## config.mk

```make
export PLATFORM = sky130hd
export DESIGN_NAME = bc_front
export DESIGN_NICKNAME = d
export VERILOG_FILES = /design/src/hdl/bc_pkg.sv /design/src/hdl/bc_front.sv
export SDC_FILE = /design/constraint.sdc
export NUM_CORES = 1
export LEC_CHECK = 0
export ABC_AREA = 1
export BUFFER_PORTS_ARGS = -buffer_cell sky130_fd_sc_hd__buf_2
export CAP_MARGIN = 20
export CORE_AREA = 10 10 73 106
export DETAILED_ROUTE_END_ITERATION = 8
export DIE_AREA = 0 0 83 116
export HOLD_SLACK_MARGIN = 0.12
export PLACE_DENSITY_LB_ADDON = 0.2
export SYNTH_ARGS = -nofsm -noshare
export SYNTH_HDL_FRONTEND = slang
export SYNTH_SLANG_ARGS = --single-unit
```

## constraint.sdc

```tcl
create_clock -name clk -period 2.8 [get_ports clk]
set_clock_uncertainty 0.05 [all_clocks]
set_input_delay 0.84 -clock clk [delete_from_list [all_inputs] [get_ports clk]]
set_output_delay 0.84 -clock clk [all_outputs]
set_load 0.03 [all_outputs]
```

## src/hdl/bc_pkg.sv

```systemverilog
package bc_pkg;

  // divider word width and input queue depth
  localparam int DIV_W   = 32;
  localparam int Q_DEPTH = 2;

  // fixed constants of the compensation
  localparam logic [31:0] K_B6_OFS   = 32'd4000;
  localparam logic [31:0] K_B7_MUL   = 32'd50000;
  localparam logic [31:0] K_B4_OFS   = 32'd32768;
  localparam logic [31:0] K_P_SQ     = 32'd3038;
  localparam logic [31:0] K_P_LIN    = 32'hFFFF_E343; // -7357
  localparam logic [31:0] K_P_OFS    = 32'd3791;
  localparam logic [31:0] K_MSB      = 32'h8000_0000;
  localparam logic [31:0] K_T_MAX    = 32'sd32767;
  localparam logic [31:0] K_T_MIN    = 32'hFFFF_8000;

  // register indexes
  localparam logic [1:0] REG_AC123 = 2'd0;
  localparam logic [1:0] REG_AC456 = 2'd1;
  localparam logic [1:0] REG_B12   = 2'd2;
  localparam logic [1:0] REG_MCMD  = 2'd3;

  // calibration words
  typedef struct packed {
    logic [47:0] ac123;
    logic [47:0] ac456;
    logic [31:0] b12;
    logic [31:0] mcmd;
  } cal_t;

  // one raw reading pair
  typedef struct packed {
    logic [15:0] up;
    logic [15:0] ut;
  } raw_t;

  // sign extend a 16-bit word to 32 bits
  function automatic logic [31:0] sx16(input logic [15:0] v);
    sx16 = {{16{v[15]}}, v};
  endfunction

  // arithmetic right shift of a 32-bit word
  function automatic logic [31:0] asr(input logic [31:0] v, input logic [4:0] s);
    asr = unsigned'($signed(v) >>> s);
  endfunction

endpackage

```

## src/hdl/bc_front.sv

```systemverilog
module bc_front (
  input  logic          clk,
  input  logic          rst_n,
  input  logic          in_valid,
  output logic          in_ready,
  input  bc_pkg::raw_t  in_raw,
  output logic          q_valid,
  output bc_pkg::raw_t  q_raw,
  input  logic          q_pop
);
  import bc_pkg::*;

  localparam int PW = $clog2(Q_DEPTH);

  raw_t              mem_r [Q_DEPTH];
  logic [PW-1:0]     wp_r, wp_nxt, rp_r, rp_nxt;
  logic [PW:0]       cnt_r, cnt_nxt;
  logic              push, pop;

  // queue flags
  assign in_ready = (cnt_r != Q_DEPTH[PW:0]);
  assign q_valid  = (cnt_r != '0);
  assign push     = in_valid && in_ready;
  assign pop      = q_pop && q_valid;
  assign q_raw    = mem_r[rp_r];

  // pointer and count update
  always_comb begin
    wp_nxt  = wp_r;
    rp_nxt  = rp_r;
    cnt_nxt = cnt_r;
    if (push) begin
      wp_nxt = (wp_r == PW'(Q_DEPTH - 1)) ? '0 : wp_r + 1'b1;
    end
    if (pop) begin
      rp_nxt = (rp_r == PW'(Q_DEPTH - 1)) ? '0 : rp_r + 1'b1;
    end
    if (push && !pop) begin
      cnt_nxt = cnt_r + 1'b1;
    end else if (pop && !push) begin
      cnt_nxt = cnt_r - 1'b1;
    end
  end

  always_ff @(posedge clk) begin
    if (!rst_n) begin
      wp_r  <= '0;
      rp_r  <= '0;
      cnt_r <= '0;
    end else begin
      wp_r  <= wp_nxt;
      rp_r  <= rp_nxt;
      cnt_r <= cnt_nxt;
    end
  end

  // queue storage
  always_ff @(posedge clk) begin
    if (push) begin
      mem_r[wp_r] <= in_raw;
    end
  end

endmodule

```

* After elaboration in Yosys (flattened, before gate mapping)
Memory sizes are Yosys's and may differ from the RTL's. A register that Yosys moved wholly into a read port is not among the register bits.
Index checks and enable logic that the tools add are counted.
** Word-level totals
- Flip-flop bits (word level) :: 4
- Bits in latches :: 0
- Bits in writable memories :: 64
- ROM bits :: 0
- Bits of input ports :: 36
- Output and inout port bits :: 34
- Logic and storage cells :: 25
- Memories kept :: 1
** Memories
- mem_r :: words 2, width 32, rd ports 1, clocked after Yosys merged registers in 1, write ports 1, line bc_front.sv:15 : raw_t mem_r [Q_DEPTH];
** Cells by class
- Add/sub/neg operators :: 4
- Multiply operators :: 0
- Div/mod/pow operators :: 0
- Magnitude comparators :: 0
- Equal/unequal tests :: 1
- Shifts and indexed selects :: 0
- Multiplexer cells :: 8
- Bitwise gates (word level) :: 0
- Reduce and logical (&&, ||, !) cells :: 8
** Operator list (count)
- 1-bit two-way mux :: 6
- 1-bit logical AND :: 4
- 2-bit two-way mux :: 2
- 2-bit nonzero test :: 2
- 1-bit adder (second input constant) :: 2
- 2-bit by 1-bit adder with 2-bit output (second input constant) :: 1
- 1-bit zero test :: 2
- 2-bit != test (second input constant) :: 1
- 2-bit by 1-bit subtractor with 2-bit output (second input constant) :: 1

* Logic depth before layout (Yosys ltp)
- Word-level depth :: 6
- Depth in mapped cells :: 11
- Depth with buffers taken out :: 11

* Worst setup path before layout
OpenSTA, ideal clock, no wires.
- Kind :: input-to-reg
- Start point :: input in_valid
- End point :: memory mem_r[0][0] (netlist name), enable pin
- Setup time :: 0.421 ns
- Data arrival time :: 2.274 ns
- Setup slack :: 0.055 ns
- Cell stages on the path :: 2
- Buffers on the path :: 0
- Cell sequence :: nand2_2 > nor2_1
** On the way
- Longest elaborated chain between the ends :: 3
** Ends and longest elaborated chain
- from (decl) :: line bc_front.sv:4 : input logic in_valid,
- 1-bit logical AND :: line bc_front.sv:23 : assign push = in_valid && in_ready;
- 1-bit two-way mux :: line bc_front.sv:59 : if (push) begin
- 1-bit two-way mux (implied by the code) :: line bc_front.sv:60 : mem_r[wp_r] <= in_raw;
- to (decl) :: line bc_front.sv:15
Every way passes these cells.

==> results.md <==
- Minimum setup slack after placement: 561 ps
- Detailed-route wire length per cell: 16.3 um
- Headroom to the max-slew limit: 73.0%
- Number of vias in the routed layout: 1377
- Number of buffers between clock root and the deepest sink: 2
- Post-DR vias/cell: 4.72
- Synth cell types: 17
- Number of design rule violations left after detail routing: 0
- Non-filler instance count after layout: 292
- Clock network power share: 23.3%
- Count of endpoints failing hold in the final timing report: 0
- MaxCap Viol Count: 0
- VDD IR max: 0.666 mV
- Detailed Route WL: 4770 um
- Setup slack of the worst register-to-register path: 1240 ps
- Kind of launch point of the worst setup path: register
- Worst flop-to-flop path startpoint: cnt_r[0]$_SDFFE_PN0P_
- Starting density of the core: 46.8%
- Number of global-route vias before repair: 1550
- Slowest Stage Delay on Critical Path: 580 ps
- Die outline height: 116 um
- Standard cell core area: 0.00579 mm2
- Sinks on Clock Net: 69
- Post-route fraction of the period consumed by the critical path: 91.8%
- Fraction of power consumed by combinational cells: 32.4%
- Time the final worst path needs with I/O delays and setup: 2570 ps
- Horiz. Die Dim: 83 um
- Mean instance size in the synthesized netlist: 19.8 um2
- Share of power burned in registers: 44.3%
- Die Outline Area: 0.00963 mm2
- Antenna violations before repair: 0
- Slowest cell on the critical path: dfxtp_2
- Power per unit of standard cell area: 934 mW/mm2
- Most common cell after layout, fill and taps aside: buf_2
- Post-cts gate resize count: 0
- Sw Share: 32.2%
- Yosys top cell area share: 70.9%
- Warning count from the yosys run: 0
- Inst Count DP: 277
- Type of destination of the critical path: primary output
- Area delta synth->final: 22.9%
- Proportion of layout cells with a drive suffix above 1: 55.9%
- Clock tree from TritonCTS: built
- Total gr overflow: 0
- Routed Antenna Nets: 0
- Wire length of the first global-routing pass: 7510 um
- Most area-consuming cells after synthesis: edfxtp_1 (71%), mux2_4 (17%), dfxtp_1 (3.7%), buf_12 (2.2%), nand2_1 (1.1%)
- Count of endpoints failing setup in the final report: 0
- Post-CTS setup repair buffer count: 0
- Switch Pwr: 1.00 mW
- Worst path required time: 1910 ps
- Total number of nets in the final design: 253
- Post-Synthesis Net Count: 174
- Most frequent cells in the layout: buf_2 (69), edfxtp_1 (64), mux2_4 (30)
- Number of filler instances in the final layout: 484
- Total power draw: 3.11 mW
- Final Max Tran Viols: 0
- Count of antenna diodes in the layout: 0
- Internal power contribution: 2.11 mW
- Chain of cells forming the critical path: buf_12 > mux2_4 > buf_2
- Hold Path Stages: 2
- Insertion delay of the later-clocked pin in the worst-skew pair: 320 ps
- Outcome: finished, final reports clean
- Maximum number of pins on one net before global-route repair: 22
- Path class of the lowest-slack min-delay path: reg -> reg
- Cell row count: 34
- Seq/Total Area, Yosys: 74.6%
- Unrepaired setup endpoints after global routing: false
- Total standard cell area after synthesis: 0.00271 mm2
- Overall routing resource usage: 10.1%
- Worst-case hold path end point: rp_r$_SDFFE_PN0P_
- Port Buffers: 69
- Iter 0 DRT Violations: 89
- H-Tree Level Count: 3
- Data arrival time at the worst-slack endpoint: 1680 ps
- Clock transition at path regs: 60 ps
- Highest Clock Rate: 0.389 GHz
- Critical R2R Capture: mem_r[0][17]$_DFFE_PP_
- Maximum net fanout on the critical path: 21
- Final HPWL DP: 3610 um
- Placement-stage cell area: 0.00315 mm2
- Most area-hungry cell type in the Yosys netlist: edfxtp_1
- Number of buffers inserted during clock tree synthesis: 9
- Final core occ: 57.5%
- Post-Route Hold Slack: 461 ps
- Setup TNS after final layout: 0 ps
- Number of ports placed on the die boundary: 70
- Hold wc startpoint: rp_r$_SDFFE_PN0P_
- Register bit count reported by yosys: 69
- Kind of critical path: reg -> out
- Total non-filler cell area in the finished layout: 0.00333 mm2
- Hold buffers post-CTS: 0
- Number of iterations in the first detailed-routing pass: 4
- Routability Congestion: 0.675
- Post-layout worst setup margin: 230 ps
- Transition time at the pin with the least slew margin: 404 ps
- Synthesized netlist cell count: 137
- Cell at the root of the clock tree: clkbuf_8
- Leakage: 1.34 nW
- Crit path max-delay family: flip-flops
- Worst path bufs/invs: 2
- Count of cells along the worst register-to-register path: 5
worst min-delay path: stages, from the launching register on:
cell	delay, ps
dfxtp_1	340
nor2_1	60
nor2_1	80
power groups by stage:
| stage | Sequential [mW] | Combinational (mW) | Clock (mW) |
|---|---|---|---|
| floorplan | 1.37 | 0.815 | 0 |
| global placement | 1.39 | 1.01 | 0 |
| detailed placement | 1.40 | 1.02 | 0 |
| CTS | 1.38 | 1.03 | 0.752 |
| global route | 1.40 | 1.08 | 0.798 |
| finish | 1.38 | 1.01 | 0.725 |
synth_stat cells (all sizes together):
| cell type | number |
|---|---|
| edfxtp | 64 |
| mux2 | 32 |
| nand2 | 9 |
| inv | 8 |
| nor2 | 8 |
| dfxtp | 5 |
| buf | 4 |
| o21ai | 2 |
| a21oi | 1 |
| ha | 1 |
| nand3 | 1 |
| nand4 | 1 |
| o21a | 1 |
per-layer routing:
metal  global-route usage [%]  up-vias  wire length (um)
li1                         -      668                 -
met1                     9.33      656              1730
met2                     18.0       44              2620
met3                     4.85        9               312
met4                     5.69        0               110
met5                        0        -                 0
flip-flops by register name, indices dropped and copies added (netlist names), named ones only:
name and count:
cnt_r 2, rp_r 1, wp_r 1, mem_r 64
layout make-up:
class,instances,area [um2],share of cell area (%)
inverter,8,30.0,0.902
sequential,69,2020,60.8
tap,72,90.1,2.71
timing repair buffer,72,405,12.2
multi-input combinational,56,601,18.0
clock inverter,5,52.6,1.58
clock buffer,10,128,3.83
worst max-delay path by stage:
stage / slack, ps / from / endpoint / depth (start not counted)
2_1_floorplan: 50 / in_valid / mem_r[0][0]$_DFFE_PP_ / 2
3_3_place_gp: 590 / register / q_raw[31] / 3
3_5_place_dp: 560 / register / q_raw[31] / 3
4_1_cts: 190 / register / q_raw[31] / 3
5_1_grt: 140 / register / q_raw[31] / 3
6_report: 230 / register / q_raw[31] / 3
cell families (layout without fill, tap and decap cells):
| logic type | count (synthesis) | count (layout) | synth area share, % |
|---|---|---|---|
| muxes | 32 | 32 | 17.5 |
| AOI/OAI and AO/OA | 4 | 4 | 0.831 |
| DFF | 69 | 69 | 74.6 |
| adders and majority gates | 1 | 1 | 0.462 |
| and+or+nand+nor | 19 | 19 | 2.86 |
| buffers and inverters | 12 | 95 | 3.74 |
(Power assumes the default switching activity.)
